## src/rtl/thc_pkg.sv

```systemverilog
// ----------------------------------------------------------------------------
// Tilt-compensated heading package
// Shared widths, fixed-point constants, stage records and the arctangent table.
// ----------------------------------------------------------------------------
package thc_pkg;

    localparam int MAG_W   = 16;  // raw magnetometer axis
    localparam int ANG_W   = 15;  // tilt angle, 1/64 degree
    localparam int HDG_W   = 15;  // heading, 1/64 degree
    localparam int DECL_W  = 12;  // declination register
    localparam int ROT_W   = 33;  // rotation datapath, Q30
    localparam int ROT_ZW  = 26;  // rotation residual angle, 2^-16 degree
    localparam int TRIG_W  = 18;  // sine and cosine, Q16
    localparam int ANG_IW  = 27;  // wide angle for wrapping and vectoring
    localparam int VEC_W   = 54;  // vectoring datapath
    localparam int ATAN_W  = 24;

    localparam logic signed [ROT_W-1:0]  INV_GAIN   = 33'sd652032874;
    localparam logic signed [ANG_IW-1:0] DEG90      = 27'sd5898240;
    localparam logic signed [ANG_IW-1:0] DEG180     = 27'sd11796480;
    localparam logic signed [ANG_IW-1:0] DEG360     = 27'sd23592960;
    localparam logic signed [DECL_W-1:0] DECL_RESET = 12'sd621;

    typedef struct packed {
        logic signed [MAG_W-1:0] x;
        logic signed [MAG_W-1:0] y;
        logic signed [MAG_W-1:0] z;
    } t_mag;

    typedef struct packed {
        logic signed [ROT_W-1:0]  x;
        logic signed [ROT_W-1:0]  y;
        logic signed [ROT_ZW-1:0] z;
        logic                     flip;
    } t_rot;

    typedef struct packed {
        logic signed [VEC_W-1:0]  x;
        logic signed [VEC_W-1:0]  y;
        logic signed [ANG_IW-1:0] z;
        logic                     zero;
    } t_vec;

    // atan(2^-i) in units of 2^-16 degree, rounded to nearest.
    function automatic logic signed [ATAN_W-1:0] atan_entry(input int idx);
        logic signed [ATAN_W-1:0] v;
        unique case (idx)
            0:  v = 24'sd2949120;
            1:  v = 24'sd1740967;
            2:  v = 24'sd919879;
            3:  v = 24'sd466945;
            4:  v = 24'sd234379;
            5:  v = 24'sd117304;
            6:  v = 24'sd58666;
            7:  v = 24'sd29335;
            8:  v = 24'sd14668;
            9:  v = 24'sd7334;
            10: v = 24'sd3667;
            11: v = 24'sd1833;
            12: v = 24'sd917;
            13: v = 24'sd458;
            14: v = 24'sd229;
            15: v = 24'sd115;
            16: v = 24'sd57;
            17: v = 24'sd29;
            18: v = 24'sd14;
            19: v = 24'sd7;
            20: v = 24'sd4;
            21: v = 24'sd2;
            22: v = 24'sd1;
            default: v = '0;
        endcase
        return v;
    endfunction

endpackage

```

## src/rtl/thc_vec_cell.sv

```systemverilog
// ----------------------------------------------------------------------------
// Vectoring CORDIC cell
// One micro-rotation driving y toward zero while accumulating the angle.
// ----------------------------------------------------------------------------
module thc_vec_cell import thc_pkg::*; #(
    parameter int STAGE = 0
) (
    input  logic i_clk,
    input  logic i_en,
    input  t_vec i_d,
    output t_vec o_q
);

    localparam logic signed [ANG_IW-1:0] ATAN = ANG_IW'(atan_entry(STAGE));

    t_vec r_q;
    t_vec n_q;
    logic signed [VEC_W-1:0] xsh;
    logic signed [VEC_W-1:0] ysh;

    always_comb begin
        xsh      = i_d.x >>> STAGE;
        ysh      = i_d.y >>> STAGE;
        n_q.zero = i_d.zero;
        if (!i_d.y[VEC_W-1]) begin
            n_q.x = i_d.x + ysh;
            n_q.y = i_d.y - xsh;
            n_q.z = i_d.z + ATAN;
        end else begin
            n_q.x = i_d.x - ysh;
            n_q.y = i_d.y + xsh;
            n_q.z = i_d.z - ATAN;
        end
    end

    always_ff @(posedge i_clk) begin
        if (i_en) begin
            r_q <= n_q;
        end
    end

    assign o_q = r_q;

endmodule
```

## config.mk

```make
export PLATFORM = sky130hd
export DESIGN_NAME = thc_vec_cell
export DESIGN_NICKNAME = d
export VERILOG_FILES = /design/src/rtl/thc_pkg.sv /design/src/rtl/thc_vec_cell.sv
export SDC_FILE = /design/constraint.sdc
export NUM_CORES = 1
export LEC_CHECK = 0
export BUFFER_PORTS_ARGS = -buffer_cell sky130_fd_sc_hd__buf_2
export CAP_MARGIN = 20
export CORE_MARGIN = 3
export CORE_UTILIZATION = 30
export DETAILED_ROUTE_END_ITERATION = 6
export GPL_TIMING_DRIVEN = 0
export PLACE_DENSITY_LB_ADDON = 0.15
export SLEW_MARGIN = 25
export SYNTH_ARGS = -nofsm -noshare
export SYNTH_HDL_FRONTEND = slang
export SYNTH_SLANG_ARGS = --single-unit
export TNS_END_PERCENT = 5
```

## constraint.sdc

```tcl
create_clock -name i_clk -period 7 [get_ports i_clk]
set_input_delay 1.4 -clock i_clk [delete_from_list [all_inputs] [get_ports i_clk]]
set_output_delay 1.4 -clock i_clk [all_outputs]
set_load 0.02 [all_outputs]
```

==> results of run 1 <==
## layer usage
| metal | part of all wire, % | up-vias | track usage [%] |
|---|---|---|---|
| met3 | 8.2 | 131 | 6.16 |
| met1 | 45 | 7181 | 33.3 |
| met5 | 0.087 | - | 0 |
| met4 | 3.1 | 10 | 8.45 |
| met2 | 44 | 672 | 37.5 |
| li1 | - | 6905 | - |
## through the flow
stage                     hold WS [ps]  power, mW  utilization (%)  setup slack [ps]
final                             1090       3.51             36.6              1560
after global routing              1060       3.71             36.6              1400
after CTS                         1030       3.55             36.6              1720
after detailed placement          1580       2.58             35.4              1170
after global placement            1580       2.59             35.3              1070
after floorplan                   1500       2.02                -              2650
## worst max-delay path, cell delays in order
cell       delay, ps
buf_2            160
inv_1            100
ha_1             330
nor3b_1          310
o311ai_1         280
a2111oi_0        570
a211oi_1         270
a211oi_1        1000
nor2_1           250
a21oi_1          280
a21oi_1          120
a21boi_0         430
xor2_1           130
## final timing paths
path | from | slack [ps] | end | cells after the start
max | i_d[29] | 1560 | o_q[135] | 13
min | i_d[3] | 1090 | o_q[3] | 1
## cell type report
| type | instances | area [sq um] | share of cell area, % |
|---|---|---|---|
| Antenna cell | 2 | 5.00 | 0.0290 |
| Multi-Input combinational cell | 1363 | 9470 | 54.9 |
| Buffer | 73 | 297 | 1.72 |
| Inverter | 182 | 683 | 3.96 |
| Timing Repair Buffer | 274 | 1400 | 8.14 |
| Sequential cell | 135 | 4050 | 23.5 |
| Tap cell | 607 | 759 | 4.40 |
| Clock buffer | 17 | 425 | 2.47 |
| Clock inverter | 15 | 153 | 0.885 |
## cells in the final DEF, fill, tap and decap left out, drive strengths merged, types with 5 or more instances in the layout
cell type and n:
nand2 103, o21a 12, nand2b 11, nand3 27, mux2i 34, nor2 137, a211oi 20, xnor2 103
or3 6, buf 303, and3 6, nor3 37, a21oi 242, a2111oi 7, nor2b 14, o31ai 33
and2 6, o211ai 14, a21o 30, nor4 17, edfxtp 135, ha 184, clkinv 11, xor2 7
clkbuf 61, a31oi 18, inv 180, a31o 6, a211o 6, o21ai 130, a21boi 13, or2 5
o21bai 38, nand4 31
## power by group through the flow
stage,combinational [mW],sequential [mW],clock [mW]
2_1_floorplan,0.738,1.29,0
3_3_place_gp,1.47,1.12,0
3_5_place_dp,1.47,1.12,0
4_1_cts,1.48,1.10,0.964
5_1_grt,1.61,1.11,0.986
6_report,1.49,1.10,0.917
## kinds of logic after synthesis
group,after synthesis,synth area share [%]
AO/OA/AOI/OAI,616,26.4
AND/OR/NAND/NOR,413,13.4
buffers and inverters,255,6.73
adder cells (fa/ha/maj),188,16.4
flip-flops,135,28.0
XOR/XNOR,110,6.64
multiplexers,36,2.50
==> impl_metrics.yaml, run 1 <==
cells_and_area:
  fillers: 4998
  drive_above_1_share_pct: 16.7
  synthToLayoutAreaGrowth_pct: 19.0
  final_cells: 2668
  largest_register_ff_count: 135
  fin_area_sq_um: 17300
  layout.nets: 2372
sta:
  clock.fmax_mhz: 184
  relSlewSlack_pct: 22.8
  min_period_ps: 5440
  setup_viol: 0
  worstMarginPinSlew_ps: 1160
  min_period_over_period_pct: 77.7
  slew_violations: 0
  rsz0062_at_grt: "no"
  tns_ps: 0
  finalHoldViolCount: 0
worst_setup_path:
  crit_fanout: 5
  critPathKind: "in2reg"
  critPathRequiredTime_ps: 7210
  cp-start-kind: "input port"
  cp.arrival_ps: 5650
  cp-end-kind: "flop"
routing:
  wl_per_cell_um: 23.7
  ant_nets: 0
  drt-pass1-iter-count: 5
  avgViaCountPerCell: 5.58
  vias: 14900
  drt_wl_total_um: 63200
  drtIter0Drc: 1331
  drc: 0
pwr:
  combPwrFrac_pct: 42.6
  pwr-share-seq_pct: 31.3
  p_int_mw: 2.06
  power.density_nw_per_um2: 204
  netSwitchingFraction_pct: 41.3
  p_sw_mw: 1.45
  irDropWorstVdd_mv: 0.178
  clkPwrFrac_pct: 26.1
  p_leak_nw: 7.47
floorplanning:
  dieHeight_um: 226
  fp.dieArea_sq_um: 51000
  start_util_pct: 30.8
  num_rows: 79
  core_sq_um: 47100
  die_width_um: 226
  io-pin-count: 274
synthesis:
  seq_area_frac_synth_pct: 28.0
  synth_area_leaders: "edfxtp_1, ha_1, a21oi_1, xnor2_1, inv_1"
  synth_top_area_cell: "edfxtp_1"
  ys_ff_latch: 135
  synthDistinctLibCells: 76
  syn_avg_cell_area_sq_um: 8.27
  synth_common_cells: "a21oi_1, ha_1, inv_1"
  postSynthCellCount: 1753
  syn_area_sq_um: 14500
  async_flop_share_pct: 0
  synth_edf_count: 135
  synth_nets: 2079
  yosysTopAreaCellShare_pct: 28.0
  synth.most_common_cell: "a21oi_1"
  ys.warnings.count: 0
  ys.flop_type: "edfxtp_1"
placed_design:
  dp.cells: 2634
  placed_cell_area_sq_um: 16700
  io_buffers: 273
  detailed_place_hpwl_um: 51400
  globalplace.congestion: 0.942
clocking:
  cts_max_level: 4
  clkTransAtPathRegs_ps: 70
  cts_buffer_depth: 2
  cts_tree: "built"
  numCtsBuffers: 17
  root_buffer: "clkbuf_16"
  cts_resized: 0
  cts.sink_count: 135
  cts_setup_buffers: 0
  ctsHoldBuffers: 0
grt:
  grt_antenna_before_repair: 7
  grt_overflow: 0
  grt_pass1_vias: 14700
  grt_first_pass_wirelength_um: 92500
  grt.total_usage_pct: 24.4
  grt_max_degree: 77
status:
  status: "completed"
run:
  cap_violations: 0
worst_hold_path:
  hp-class: "in2reg"
Power figures use the tool's default switching activity.
==> run 2: changes to the inputs <==
==> constraint.sdc (replaced) <==
create_clock -name i_clk -period 4.4 [get_ports i_clk]
set_input_delay 0.88 -clock i_clk [delete_from_list [all_inputs] [get_ports i_clk]]
set_output_delay 0.88 -clock i_clk [all_outputs]
set_load 0.02 [all_outputs]
==> run 2 against run 1 <==
  * Clock power increased by 59%
  * Flip-flop and latch count did not move
  * Critical path depth unchanged
  * Largest cell class unchanged
  * Critical path type unchanged
  * Cell count barely moved
  * Utilization is 0.15 points higher
==> impl_metrics.yaml, run 2 (synthesis gave the netlist of run 1 again) <==
routing:
  wl_met3_um: 5110
  drt_wl_total_um: 63300
  avgViaCountPerCell: 5.55
  wl_per_cell_um: 23.7
  drtIter0Drc: 1433
  top_layer: "met5"
  ant_nets: 0
  drc: 0
  routed-wl-met2_um: 27700
  wl_met1_um: 28500
  vias: 14800
  drt-pass1-iter-count: 7
clocking:
  cts_buffer_depth: 2
  numCtsBuffers: 17
  cts.sink_count: 135
  root_buffer: "clkbuf_16"
  cts_tree: "built"
  cts_max_level: 4
  ctsHoldBuffers: 0
  clkTransAtPathRegs_ps: 60
worst_setup_path:
  cp-end-kind: "flop"
  cp-start-kind: "input port"
  cp.arrival_ps: 4640
  critPathRequiredTime_ps: 4640
  critPathKind: "in2reg"
  crit_fanout: 4
pwr:
  clkPwrFrac_pct: 26.1
  p_leak_nw: 7.49
  combPwrFrac_pct: 42.7
  p_int_mw: 3.28
  p_sw_mw: 2.32
  irDropWorstVdd_mv: 0.282
  netSwitchingFraction_pct: 41.4
  power.density_nw_per_um2: 323
  pwr-share-seq_pct: 31.3
cells_and_area:
  final_common_cell: "buf_2"
  seqCellArea_sq_um: 4050
  fin_util_pct: 36.7
  final_cell_mix: "buf_2, a21oi_1, ha_1"
  largest_register_ff_count: 135
  synthToLayoutAreaGrowth_pct: 19.5
  multi_input_area_sq_um: 9540
  drive_above_1_share_pct: 17.2
  final_cells: 2669
  layout.nets: 2372
  fillers: 4995
sta:
  finalHoldViolCount: 0
  slew_violations: 0
  min_period_ps: 4390
  relSlewSlack_pct: 24.3
  rsz0062_at_grt: "yes"
  clock.fmax_mhz: 228
  min_period_over_period_pct: 99.8
  setup_viol: 0
  setup_slack_ps: 8.63
  worstMarginPinSlew_ps: 1140
  tns_ps: 0
placed_design:
  detailed_place_hpwl_um: 51400
  dp_slack_ps: -911
  io_buffers: 273
  globalplace.congestion: 0.942
  dp.cells: 2634
grt:
  grt_antenna_before_repair: 7
  grt_first_pass_wirelength_um: 92600
  grt_overflow: 0
  grt_max_degree: 77
  grt.total_usage_pct: 24.4
  grt_pass1_vias: 14700
run:
  cap_violations: 0
worst_hold_path:
  hp-class: "in2reg"
  whs_endpoint: "o_q[9]"
  hold_start: "i_d[9]"
  holdPathStages: 1
floorplanning:
  dieHeight_um: 226
  num_rows: 79
  die_width_um: 226
  io-pin-count: 274
  core_sq_um: 47100
  fp.dieArea_sq_um: 51000
  start_util_pct: 30.8
status:
  status: "completed"
[run 2: critical path, stage by stage]
cell	delay (ps)
buf_2	100
inv_1	50
ha_1	210
fa_1	390
inv_1	70
a21oi_1	100
o21ai_1	350
a21oi_1	260
o31a_1	420
o31ai_1	600
a21boi_0	380
o311a_1	410
o31ai_1	410
[run 2: worst max-delay path by stage]
stage	startpoint	endpoint	cells after the start
after detailed placement	i_d[28]	o_q[74]	12
final	i_d[82]	o_q[122]	13
after floorplan	i_d[28]	o_q[72]	12
after global placement	i_d[28]	o_q[74]	12
after CTS	i_d[28]	o_q[78]	12
after global routing	i_d[81]	o_q[27]	16
[run 2: what timing repair did]
| item | 4_1_cts | 5_1_grt |
|---|---|---|
| pin swaps | 0 | 1 |
| gates resized for setup | 7 | 14 |
| endpoints found under the setup margin | 14 | 16 |
| setup buffers | 0 | 0 |
[run 2: stage by stage]
stage / instance area [sq um] / power, mW / hold slack (ps)
2_1_floorplan: 14500 / 3.22 / 979
3_3_place_gp: 16600 / 4.12 / 1060
3_5_place_dp: 16700 / 4.11 / 1060
4_1_cts: 17300 / 5.64 / 513
5_1_grt: 17300 / 5.91 / 539
6_report: 17300 / 5.60 / 571
[run 2: final cells by class]
cell class | count | share of cell area (%)
Antenna cell | 3 | 0.0433
Buffer | 73 | 1.73
Clock buffer | 17 | 2.46
Clock inverter | 15 | 0.881
Inverter | 182 | 3.94
Multi-Input combinational cell | 1363 | 55.1
Sequential cell | 135 | 23.4
Tap cell | 607 | 4.38
Timing Repair Buffer | 274 | 8.10
[run 2: routing by layer]
layer	GRT usage [%]	vias to the layer above
li1	-	6907
met1	33.3	7124
met2	37.5	659
met3	6.17	120
met4	8.45	10
met5	0	-
[run 2: power by group through the flow]
stage / sequential [mW] / combinational, mW / clock [mW]
6_report: 1.75 / 2.39 / 1.46
5_1_grt: 1.77 / 2.57 / 1.57
4_1_cts: 1.75 / 2.36 / 1.53
3_5_place_dp: 1.78 / 2.34 / 0
3_3_place_gp: 1.78 / 2.34 / 0
2_1_floorplan: 2.05 / 1.17 / 0
