### config.mk
export PLATFORM = sky130hd
export DESIGN_NAME = thc_rot_cell
export DESIGN_NICKNAME = d
export VERILOG_FILES = /design/src/rtl/thc_pkg.sv /design/src/rtl/thc_rot_cell.sv
export SDC_FILE = /design/constraint.sdc
export NUM_CORES = 1
export LEC_CHECK = 0
export BUFFER_PORTS_ARGS = -buffer_cell sky130_fd_sc_hd__buf_4
export CAP_MARGIN = 20
export CORE_MARGIN = 4
export CORE_UTILIZATION = 42
export CTS_CLUSTER_SIZE = 20
export DETAILED_ROUTE_END_ITERATION = 10
export HOLD_SLACK_MARGIN = 0.03
export MAX_ROUTING_LAYER = met4
export PLACE_DENSITY = 0.7
export SYNTH_ARGS = -nofsm -noshare
export SYNTH_HDL_FRONTEND = slang
export SYNTH_SLANG_ARGS = --single-unit
### constraint.sdc
create_clock -name i_clk -period 6.2 [get_ports i_clk]
set_clock_uncertainty 0.15 [all_clocks]
set_input_delay 0 -clock i_clk [delete_from_list [all_inputs] [get_ports i_clk]]
set_output_delay 0 -clock i_clk [all_outputs]
set_load 0.01 [all_outputs]
### src/rtl/thc_pkg.sv
// ----------------------------------------------------------------------------
// Tilt-compensated heading package
// Shared widths, fixed-point constants, stage records and the arctangent table.
// ----------------------------------------------------------------------------
package thc_pkg;

    localparam int MAG_W   = 16;  // raw magnetometer axis
    localparam int ANG_W   = 15;  // tilt angle, 1/64 degree
    localparam int HDG_W   = 15;  // heading, 1/64 degree
    localparam int DECL_W  = 12;  // declination register
    localparam int ROT_W   = 33;  // rotation datapath, Q30
    localparam int ROT_ZW  = 26;  // rotation residual angle, 2^-16 degree
    localparam int TRIG_W  = 18;  // sine and cosine, Q16
    localparam int ANG_IW  = 27;  // wide angle for wrapping and vectoring
    localparam int VEC_W   = 54;  // vectoring datapath
    localparam int ATAN_W  = 24;

    localparam logic signed [ROT_W-1:0]  INV_GAIN   = 33'sd652032874;
    localparam logic signed [ANG_IW-1:0] DEG90      = 27'sd5898240;
    localparam logic signed [ANG_IW-1:0] DEG180     = 27'sd11796480;
    localparam logic signed [ANG_IW-1:0] DEG360     = 27'sd23592960;
    localparam logic signed [DECL_W-1:0] DECL_RESET = 12'sd621;

    typedef struct packed {
        logic signed [MAG_W-1:0] x;
        logic signed [MAG_W-1:0] y;
        logic signed [MAG_W-1:0] z;
    } t_mag;

    typedef struct packed {
        logic signed [ROT_W-1:0]  x;
        logic signed [ROT_W-1:0]  y;
        logic signed [ROT_ZW-1:0] z;
        logic                     flip;
    } t_rot;

    typedef struct packed {
        logic signed [VEC_W-1:0]  x;
        logic signed [VEC_W-1:0]  y;
        logic signed [ANG_IW-1:0] z;
        logic                     zero;
    } t_vec;

    // atan(2^-i) in units of 2^-16 degree, rounded to nearest.
    function automatic logic signed [ATAN_W-1:0] atan_entry(input int idx);
        logic signed [ATAN_W-1:0] v;
        unique case (idx)
            0:  v = 24'sd2949120;
            1:  v = 24'sd1740967;
            2:  v = 24'sd919879;
            3:  v = 24'sd466945;
            4:  v = 24'sd234379;
            5:  v = 24'sd117304;
            6:  v = 24'sd58666;
            7:  v = 24'sd29335;
            8:  v = 24'sd14668;
            9:  v = 24'sd7334;
            10: v = 24'sd3667;
            11: v = 24'sd1833;
            12: v = 24'sd917;
            13: v = 24'sd458;
            14: v = 24'sd229;
            15: v = 24'sd115;
            16: v = 24'sd57;
            17: v = 24'sd29;
            18: v = 24'sd14;
            19: v = 24'sd7;
            20: v = 24'sd4;
            21: v = 24'sd2;
            22: v = 24'sd1;
            default: v = '0;
        endcase
        return v;
    endfunction

endpackage

### src/rtl/thc_rot_cell.sv
// ----------------------------------------------------------------------------
// Rotation CORDIC cell
// One micro-rotation toward zero residual angle; yields cosine and sine.
// ----------------------------------------------------------------------------
module thc_rot_cell import thc_pkg::*; #(
    parameter int STAGE = 0
) (
    input  logic i_clk,
    input  logic i_en,
    input  t_rot i_d,
    output t_rot o_q
);

    localparam logic signed [ROT_ZW-1:0] ATAN = ROT_ZW'(atan_entry(STAGE));

    t_rot r_q;
    t_rot n_q;
    logic signed [ROT_W-1:0] xsh;
    logic signed [ROT_W-1:0] ysh;

    always_comb begin
        xsh      = i_d.x >>> STAGE;
        ysh      = i_d.y >>> STAGE;
        n_q.flip = i_d.flip;
        if (!i_d.z[ROT_ZW-1]) begin
            n_q.x = i_d.x - ysh;
            n_q.y = i_d.y + xsh;
            n_q.z = i_d.z - ATAN;
        end else begin
            n_q.x = i_d.x + ysh;
            n_q.y = i_d.y - xsh;
            n_q.z = i_d.z + ATAN;
        end
    end

    always_ff @(posedge i_clk) begin
        if (i_en) begin
            r_q <= n_q;
        end
    end

    assign o_q = r_q;

endmodule

==> results of run 1 <==
## cell families (layout without fill, tap and decap cells)
group	count (synthesis)	after routing
compound gates	339	339
buf+inv	158	345
xor+xnor	67	67
fa+ha+maj	108	108
flops	92	92
mux	10	10
simple gates	257	257
## layout by cell type, fill, tap and decap left out, drive strengths merged, types with 5 or more instances in the layout
| cell | n |
|---|---|
| inv | 105 |
| dlygate4sd3 | 33 |
| o211ai | 13 |
| clkinv | 5 |
| nor4 | 8 |
| mux2i | 10 |
| nand3b | 7 |
| a21oi | 129 |
| a221oi | 6 |
| or3 | 7 |
| nand4 | 15 |
| nand2b | 11 |
| xnor2 | 61 |
| a31oi | 13 |
| o21a | 6 |
| nor3 | 22 |
| o21bai | 18 |
| edfxtp | 92 |
| nand2 | 61 |
| a211oi | 16 |
| o311ai | 5 |
| o31ai | 9 |
| clkbuf | 11 |
| nor2b | 7 |
| buf | 190 |
| and4 | 5 |
| or2 | 8 |
| nor2 | 82 |
| o21ai | 60 |
| a21o | 18 |
| nand3 | 10 |
| xor2 | 6 |
| o22ai | 5 |
| ha | 104 |
## per-layer routing
layer  track usage  routed length [µm]  share of wire
met4       0.03364                 178         0.0062
met5             -                   0              0
met3       0.03930                2762          0.097
met2        0.3397               11980           0.42
met1        0.3692               13580           0.48
## final timing paths
check	end	slack, ps	depth (start not counted)
max	o_q[83]$_DFFE_PP_	2430	11
min	o_q[28]$_DFFE_PP_	50	4
## synth_stat cells, drive strengths merged, types with 3 or more instances
cell     number
or3           7
a21oi       129
or4           3
a31oi        13
o22ai         5
nor4          8
a211o         3
o311ai        5
nand4        15
nand3        10
and3          3
and4          5
and2          3
xnor2        61
o211ai       13
o31ai         9
o21ai        60
fa            4
xor2          6
o21a          6
clkbuf       34
mux2i        10
buf          17
ha          104
o21bai       18
inv         105
nor2b         7
a21o         18
edfxtp       92
nand2        61
a211oi       16
a2111oi       4
nand3b        7
a2bb2oi       3
or2           8
a21boi        3
a221oi        6
nor2         82
nor3         22
nand2b       11
## stage by stage
| step | cell area (µm²) | std cells | hold WS (ps) |
|---|---|---|---|
| after floorplan | 8874 | 1031 | -51.13 |
| after global routing | 11030 | 1488 | 95.88 |
| final | 11030 | 1488 | 49.85 |
| after global placement | 10410 | 1440 | 28.06 |
| after detailed placement | 10410 | 1440 | 29.90 |
| after CTS | 11030 | 1488 | 30.47 |
## worst max-delay path: stages
cell and delay, ps:
sky130_fd_sc_hd__dlygate4sd3_1 540, sky130_fd_sc_hd__buf_4 160, sky130_fd_sc_hd__ha_1 300, sky130_fd_sc_hd__nand2b_1 90, sky130_fd_sc_hd__a2111oi_1 720, sky130_fd_sc_hd__o311ai_1 240, sky130_fd_sc_hd__a31oi_1 460, sky130_fd_sc_hd__a41oi_1 370
sky130_fd_sc_hd__o21ai_0 440, sky130_fd_sc_hd__o21ai_0 160, sky130_fd_sc_hd__xnor2_1 190
## layout make-up
| class | instances | area, µm² | area share |
|---|---|---|---|
| clock buffers | 11 | 232.7 | 0.02111 |
| clock inverters | 4 | 51.30 | 0.004653 |
| inverters | 107 | 401.6 | 0.03643 |
| multi-input cells | 781 | 5483 | 0.4973 |
| flip-flops and latches | 92 | 2763 | 0.2506 |
| well taps | 270 | 337.8 | 0.03064 |
| repair buffers | 223 | 1757 | 0.1593 |
## where the power goes
part           internal (mW)  leakage [nW]  switching, mW
clock network          0.311         0.137          0.230
logic                  0.397          3.74          0.547
registers              0.812         0.900         0.0302
==> run summary, run 1 <==
Setup repair after global routing missed its margin = false
Crit path capture type = flop
Compound-gate portion of the synthesized area = 0.2434
Worst Min Path Start = i_d[28]
Worst setup slack after layout = 2433 ps
Iter 0 DRT Violations = 890
Longest Clk Path Bufs = 2
Synth area leaders = sky130_fd_sc_hd__edfxtp_1 31%, sky130_fd_sc_hd__ha_1 15%, sky130_fd_sc_hd__a21oi_1 7.3%
Final count of negative-setup-slack endpoints = 0
I/O pin cnt = 188
CTS Root Buffer Type = sky130_fd_sc_hd__clkbuf_16
Library cell with the largest summed area after synthesis = sky130_fd_sc_hd__edfxtp_1
Nets = 1,417
Total die area = 23,520 µm²
Worst Hold Class = primary input to flop
Die width = 153.4 µm
Portion of netlist area occupied by mux cells = 0.01128
Pin slew with the least headroom to its limit = 1072 ps
Worst Setup SP = i_d[61]
Total standard cell area after synthesis = 8874 µm²
Final GP Congestion = 0.9829
GRT Util Overall = 0.2404
CP Class = primary input to flop
#FFs+latches synth = 92
CP startpoint kind = primary input
Highest attainable clock frequency = 0.2654 GHz
Largest net degree at the start of global routing = 101
Cts bufs inserted = 9
Post-synthesis area per instance = 8.607 µm²
Fraction of the mapped netlist area in adder cells = 0.1557
Vias per Instance = 5.688
1st-pass router iterations = 5
Clock tree from TritonCTS = built
Post-synthesis net count = 1,234
Signed area change from the synthesized netlist to the final layout = 24.25%
Proportion of netlist area held by the largest area contributor = 0.3113
Max FO, Critical Path = 5
Fraction of the mapped netlist area in simple logic gates = 0.1414
IR drop worst, VDD = 0.0001059 V
Leakage = 4.780 nW
Number of global-route vias before repair = 8,012
Design Power = 2.326 mW
Number of warnings reported in the yosys synthesis log = 0
Final period util = 0.6076
Number of failing hold endpoints at the final stage = 0
Remaining antenna violation count after routing = 0
Number of antenna violations at the first check in global routing = 0
Dominant combinational cell family by area after synthesis = compound AO/OA/AOI/OAI gates
# port buffers = 187
Clk sink count = 92
EDFF count, synth = 92
Floorplan row count = 52
Placed wire-length estimate = 22,630 µm
Sequential-to-total area share from yosys stat = 0.3113
Final routed DRC violation total = 0
Proportion of synthesized flip-flops having asynchronous set or reset = 0
Post-detailed-route wirelength per cell = 19.15 µm
Leftover overflow at the end of global routing = 0
Power density relative to cell area = 211.0 nW/µm²
Normalized max-slew margin = 0.2851
Most used flip-flop cell after synthesis = sky130_fd_sc_hd__edfxtp_1
Initial core utilization = 0.4330
Sum of negative setup slack = 0 ps
CTS clk-pin slew, worst paths = 60 ps
Number of maximum-capacitance violations = 0
Synth Area in XOR/XNOR = 0.06613
Height of the die = 153.4 µm
Worst EP arrival = 3690 ps
Crit path required time = 6120 ps
Post-Place Worst Slack = 2317 ps
Core footprint = 20,490 µm²
Max Slew Vio Count = 0
FILL cells = 1,938
Number of setup buffers added after CTS = 0
Post_cts resized = 0
Final Util = 0.5380
Flip-flop count of the largest register after layout = 92
Final routed wirelength across all metal layers = 28,490 µm
Global-route wire length before repair = 44,670 µm
Gate count of the mapped netlist = 1,031
Status = completed
Count of cell types in the netlist = 78
Hold buffers post-CTS = 33
Fraction of final layout cells sized beyond drive strength 1 = 0.1798
Antenna diode count = 0
DR vias = 8,464
Final critical-path required period = 3767 ps
Depth of the CTS H-tree = 3
No activity file was read; power rests on OpenSTA's default activity.
==> run 2, diff against run 1 <==
PLACE_DENSITY = 0.73   (was 0.7)
clock period = 3.4 ns   (was 6.2 ns; I/O delays follow)
==> run summary, run 2 (synthesis results as in run 1) <==
Status = completed (unchanged)
Power density relative to cell area = 385.3 nW/µm² (was 211.0 nW/µm²)
Iter 0 DRT Violations = 743 (was 890)
Initial core utilization = 0.4330 (unchanged)
Fraction of final layout cells sized beyond drive strength 1 = 0.2083 (was 0.1798)
Largest net degree at the start of global routing = 81 (was 101)
Crit path required time = 3410 ps (was 6120 ps)
Cts bufs inserted = 9 (unchanged)
Die width = 153.4 µm (unchanged)
CP Class = primary input to flop (unchanged)
CTS Root Buffer Type = sky130_fd_sc_hd__clkbuf_16 (unchanged)
Worst Min Path Start = i_d[59] (was i_d[28])
Final design instance area without fill = 11,330 µm² (was 11,030 µm²)
Delay-heaviest family, CP = compound AO/OA/AOI/OAI gates (unchanged)
Final routed DRC violation total = 0 (unchanged)
Clock tree from TritonCTS = built (unchanged)
DR vias = 8,686 (was 8,464)
Setup repair after global routing missed its margin = false (unchanged)
# port buffers = 187 (unchanged)
Final critical-path required period = 3228 ps
Buffers & Inverters on Critical Path = 2 (unchanged)
Number of failing hold endpoints at the final stage = 0 (unchanged)
Core footprint = 20,490 µm² (unchanged)
Number of antenna violations at the first check in global routing = 0 (unchanged)
Worst-case hold path end point = o_q[59]$_DFFE_PP_ (was o_q[28]$_DFFE_PP_)
Post-detailed-route wirelength per cell = 19.32 µm (was 19.15 µm)
Antenna diode count = 0 (unchanged)
Worst EP arrival = 3230 ps (was 3690 ps)
Worst Hold Class = primary input to flop (unchanged)
Max Slew Vio Count = 0 (unchanged)
Global-route wire length before repair = 45,660 µm (was 44,670 µm)
GRT Util Overall = 0.2480 (was 0.2404)
Net Sw Frac = 0.3519 (was 0.3468)
Normalized max-slew margin = 0.4271 (was 0.2851)
Final Util = 0.5530 (was 0.5380)
Most common cell after layout, fill and taps aside = sky130_fd_sc_hd__buf_4 (unchanged)
Height of the die = 153.4 µm (unchanged)
CP startpoint kind = primary input (unchanged)
Crit path capture type = flop (unchanged)
Total die area = 23,520 µm² (unchanged)
1st-pass router iterations = 6 (was 5)
Final period util = 0.9494
Highest attainable clock frequency = 0.3098 GHz
IR drop worst, VDD = 0.0002113 V (was 0.0001059 V)
Internal power = 2.830 mW (was 1.520 mW)
Placed Instance Area = 10,710 µm² (was 10,410 µm²)
Nets = 1,456 (was 1,417)
Vias per Instance = 5.685 (was 5.688)
Clk sink count = 92 (unchanged)
Clock network power share = 0.237 (was 0.232)
Leakage = 4.977 nW (was 4.780 nW)
Max FO, Critical Path = 3 (was 5)
Logic pwr share = 0.410 (was 0.406)
Final routed wirelength across all metal layers = 29,510 µm (was 28,490 µm)
Floorplan row count = 52 (unchanged)
Switching pwr = 1.537 mW (was 0.8067 mW)
Depth of the CTS H-tree = 3 (unchanged)
Placed wire-length estimate = 23,650 µm (was 22,630 µm)
List of cells traversed by the critical path = dlygate4sd3_1 > buf_4 > ha_1 > fa_1 > nor2b_1 > o21ai_0 > a31o_2 > nand2_1 > a41oi_1 > o21ai_0 > a21oi_1 > xor2_1 (was dlygate4sd3_1 > buf_4 > ha_1 > nand2b_1 > a2111oi_1 > o311ai_1 > a31oi_1 > a41oi_1 > o21ai_0 > o21ai_0 > xnor2_1)
Signed area change from the synthesized netlist to the final layout = 27.72% (was 24.25%)
Final count of negative-setup-slack endpoints = 0 (unchanged)
Sum of negative setup slack = 0 ps (unchanged)
Hold path cells = 3 (was 4)
Design Power = 4.367 mW (was 2.326 mW)
Commonest cells after routing, fill and taps aside = 230 x sky130_fd_sc_hd__buf_4, 129 x sky130_fd_sc_hd__a21oi_1, 105 x sky130_fd_sc_hd__inv_1 (was 190 x sky130_fd_sc_hd__buf_4, 129 x sky130_fd_sc_hd__a21oi_1, 105 x sky130_fd_sc_hd__inv_1)
Worst hold margin = 27.50 ps (was 49.85 ps)
Maximum cell stage delay along the critical path = 540 ps (was 720 ps)
Seq pwr share = 0.353 (was 0.362)
Number of logic stages on the critical path including buffering = 12 (was 11)
CTS clk-pin slew, worst paths = 70 ps (was 60 ps)
Highest-delay cell along the critical path = sky130_fd_sc_hd__dlygate4sd3_1 (was sky130_fd_sc_hd__a2111oi_1)
I/O pin cnt = 188 (unchanged)
Final GP Congestion = 0.9882 (was 0.9829)
Remaining antenna violation count after routing = 0 (unchanged)
Number of maximum-capacitance violations = 0 (unchanged)
Pin slew with the least headroom to its limit = 859.4 ps (was 1072 ps)
Longest Clk Path Bufs = 2 (unchanged)
Flip-flop count of the largest register after layout = 92 (unchanged)
Dominant cell type by count on the critical path = sky130_fd_sc_hd__o21ai_0 (unchanged)
Number of global-route vias before repair = 8,097 (was 8,012)
Leftover overflow at the end of global routing = 0 (unchanged)
-- run 2: cell types whose count changed in the layout (fill, tap and decap cells not counted), sizes merged --
cell         previous run  this run
buf                   190       230
clkbuf                 11        10
clkinvlp                0         1
dlygate4sd3            33        32
inv                   105       106
-- run 2: how the worst max path moves through the flow --
stage	startpoint	slack [ps]	end
after floorplan	i_d[26]	750	o_q[26]$_DFFE_PP_
after global placement	i_d[31]	250	o_q[52]$_DFFE_PP_
after detailed placement	i_d[31]	190	o_q[52]$_DFFE_PP_
after CTS	i_d[60]	140	o_q[51]$_DFFE_PP_
after global routing	i_d[61]	3	o_q[83]$_DFFE_PP_
final	i_d[60]	170	o_q[76]$_DFFE_PP_
-- run 2: layer usage --
metal	wire length, µm	vias up	global-route usage
li1	-	4155	-
met1	13840	4065	0.3791
met2	12380	447	0.3464
met3	2999	19	0.04524
met4	302	0	0.03995
met5	0	-	-
-- run 2: power groups by stage --
stage / clock [mW] / sequential (mW) / combinational (mW)
2_1_floorplan: 0 / 1.64 / 0.884
3_3_place_gp: 0 / 1.56 / 1.73
3_5_place_dp: 0 / 1.57 / 1.73
4_1_cts: 1.05 / 1.54 / 1.77
5_1_grt: 1.10 / 1.56 / 1.94
6_report: 1.03 / 1.54 / 1.79
-- run 2: stage by stage --
stage               worst slack, ps  std cells
floorplan                     748.4       1031
global placement              246.9       1480
detailed placement            185.8       1480
CTS                           136.9       1528
global route                  3.346       1528
finish                        171.9       1528
-- run 2: repair_timing --
| action | CTS | global route |
|---|---|---|
| hold buffers | 32 | 0 |
| setup endpoints to repair | 0 | 2 |
| endpoints found under the hold margin | 30 | 0 |
| setup buffers | 0 | 0 |
| resized for setup | 0 | 2 |
-- run 2: final cells by class --
class,instances,area (µm²)
Sequential cell,92,2763
Tap cell,270,337.8
Clock buffer,10,229.0
Fill cell,1899,9161
Timing Repair Buffer,262,2047
Clock inverter,6,72.57
Multi-Input combinational cell,781,5483
Inverter,107,401.6
==> run 3, diff against run 2 <==
PLACE_DENSITY = default   (was 0.73)
clock period = 3.8 ns   (was 3.4 ns; I/O delays follow)
==> run summary, run 3 (synthesis results as in run 1) <==
Final critical-path required period = 3528 ps
Fraction of final layout cells sized beyond drive strength 1 = 0.1912 (was 0.2083)
Number of failing hold endpoints at the final stage = 0 (unchanged)
CP Class = primary input to flop (unchanged)
Longest Clk Path Bufs = 2 (unchanged)
Largest net degree at the start of global routing = 83 (was 81)
Final routed wirelength across all metal layers = 29,380 µm (was 29,510 µm)
Crit path required time = 3730 ps (was 3410 ps)
CP startpoint kind = primary input (unchanged)
Highest attainable clock frequency = 0.2835 GHz
Max FO, Critical Path = 5 (was 3)
Commonest cells after routing, fill and taps aside = 203 x sky130_fd_sc_hd__buf_4, 129 x sky130_fd_sc_hd__a21oi_1, 105 x sky130_fd_sc_hd__inv_1 (was 230 x sky130_fd_sc_hd__buf_4, 129 x sky130_fd_sc_hd__a21oi_1, 105 x sky130_fd_sc_hd__inv_1)
Die width = 153.4 µm (unchanged)
Core footprint = 20,490 µm² (unchanged)
CTS Root Buffer Type = sky130_fd_sc_hd__clkbuf_16 (unchanged)
Initial core utilization = 0.4330 (unchanged)
Setup repair after global routing missed its margin = false (unchanged)
Leftover overflow at the end of global routing = 0 (unchanged)
Crit path capture type = flop (unchanged)
Flip-flop count of the largest register after layout = 92 (unchanged)
DR vias = 8,530 (was 8,686)
Post_cts resized = 0 (unchanged)
Post-detailed-route wirelength per cell = 19.54 µm (was 19.32 µm)
Worst Hold Class = primary input to flop (unchanged)
Worst EP arrival = 3460 ps (was 3230 ps)
Final Util = 0.5439 (was 0.5530)
Final period util = 0.9284
Status = completed (unchanged)
Final count of negative-setup-slack endpoints = 0 (unchanged)
Total die area = 23,520 µm² (unchanged)
Power density relative to cell area = 345.5 nW/µm² (was 385.3 nW/µm²)
CTS clk-pin slew, worst paths = 80 ps (was 70 ps)
# port buffers = 187 (unchanged)
Final design instance area without fill = 11,150 µm² (was 11,330 µm²)
Global-route wire length before repair = 45,360 µm (was 45,660 µm)
Floorplan row count = 52 (unchanged)
Antenna diode count = 0 (unchanged)
Final routed DRC violation total = 0 (unchanged)
Placed Instance Area = 10,510 µm² (was 10,710 µm²)
1st-pass router iterations = 6 (unchanged)
Placed wire-length estimate = 23,040 µm (was 23,650 µm)
Iter 0 DRT Violations = 736 (was 743)
IR drop worst, VDD = 0.0002047 V (was 0.0002113 V)
GRT Util Overall = 0.2456 (was 0.2480)
Cts bufs inserted = 9 (unchanged)
I/O pin cnt = 188 (unchanged)
Final GP Congestion = 0.9479 (was 0.9882)
Pin slew with the least headroom to its limit = 953.5 ps (was 859.4 ps)
Number of antenna violations at the first check in global routing = 0 (unchanged)
Leakage = 4.853 nW (was 4.977 nW)
Height of the die = 153.4 µm (unchanged)
Nets = 1,432 (was 1,456)
Depth of the CTS H-tree = 3 (unchanged)
Most common cell after layout, fill and taps aside = sky130_fd_sc_hd__buf_4 (unchanged)
Normalized max-slew margin = 0.3643 (was 0.4271)
Signed area change from the synthesized netlist to the final layout = 25.62% (was 27.72%)
Max Slew Vio Count = 0 (unchanged)
Number of maximum-capacitance violations = 0 (unchanged)
Sum of negative setup slack = 0 ps (unchanged)
Hold buffers post-CTS = 35 (was 32)
Number of setup buffers added after CTS = 0 (unchanged)
Number of global-route vias before repair = 7,996 (was 8,097)
Clock tree from TritonCTS = built (unchanged)
Remaining antenna violation count after routing = 0 (unchanged)
Worst hold margin = 42.79 ps (was 27.50 ps)
Vias per Instance = 5.672 (was 5.685)
Clk sink count = 92 (unchanged)
==> run 3: path summary, 6_finish.rpt <==
path	from	end	depth (start not counted)
setup / recovery	i_d[61]	o_q[83]$_DFFE_PP_	12
hold / removal	i_d[28]	o_q[28]$_DFFE_PP_	4
==> run 3: through the flow <==
stage	worst slack, ps	power (mW)	std cells
3_5_place_dp	358.0	2.903	1453
5_1_grt	322.5	4.065	1504
2_1_floorplan	1148	2.260	1031
3_3_place_gp	350.3	2.900	1453
6_report	272.1	3.851	1504
4_1_cts	477.1	3.866	1504
==> run 3: critical path: stages <==
cell                            delay [ps]
sky130_fd_sc_hd__dlygate4sd3_1         540
sky130_fd_sc_hd__buf_4                 160
sky130_fd_sc_hd__ha_1                  310
sky130_fd_sc_hd__nand2b_1               90
sky130_fd_sc_hd__a2111oi_1             710
sky130_fd_sc_hd__o311ai_1              310
sky130_fd_sc_hd__a31oi_1               200
sky130_fd_sc_hd__buf_4                 160
sky130_fd_sc_hd__a41oi_1               280
sky130_fd_sc_hd__o21ai_0               360
sky130_fd_sc_hd__o21ai_0               150
sky130_fd_sc_hd__xnor2_1               200
==> run 3: layout make-up <==
cell class | instances | area [µm²]
Fill cell | 1935 | 9348
Multi-Input combinational cell | 781 | 5483
Sequential cell | 92 | 2763
Timing Repair Buffer | 238 | 1874
Inverter | 107 | 401.6
Tap cell | 270 | 337.8
Clock buffer | 9 | 225.2
Clock inverter | 7 | 62.56
==> run 3: where the power goes <==
part / leakage (nW) / switching (mW) / total (mW) / internal (mW)
Sequential: 0.900 / 0.0459 / 1.37 / 1.32
Clock: 0.139 / 0.455 / 0.915 / 0.460
Combinational: 3.81 / 0.898 / 1.57 / 0.669
Total: 4.85 / 1.40 / 3.85 / 2.45
==> run 3: per-layer routing <==
metal  vias up  global-route usage  wire length [µm]
li1       4111                   -                 -
met1      4003              0.3722             14390
met2       391              0.3519             12380
met3        25             0.03336              2295
met4         0             0.04668               316
met5         -                   -                 0
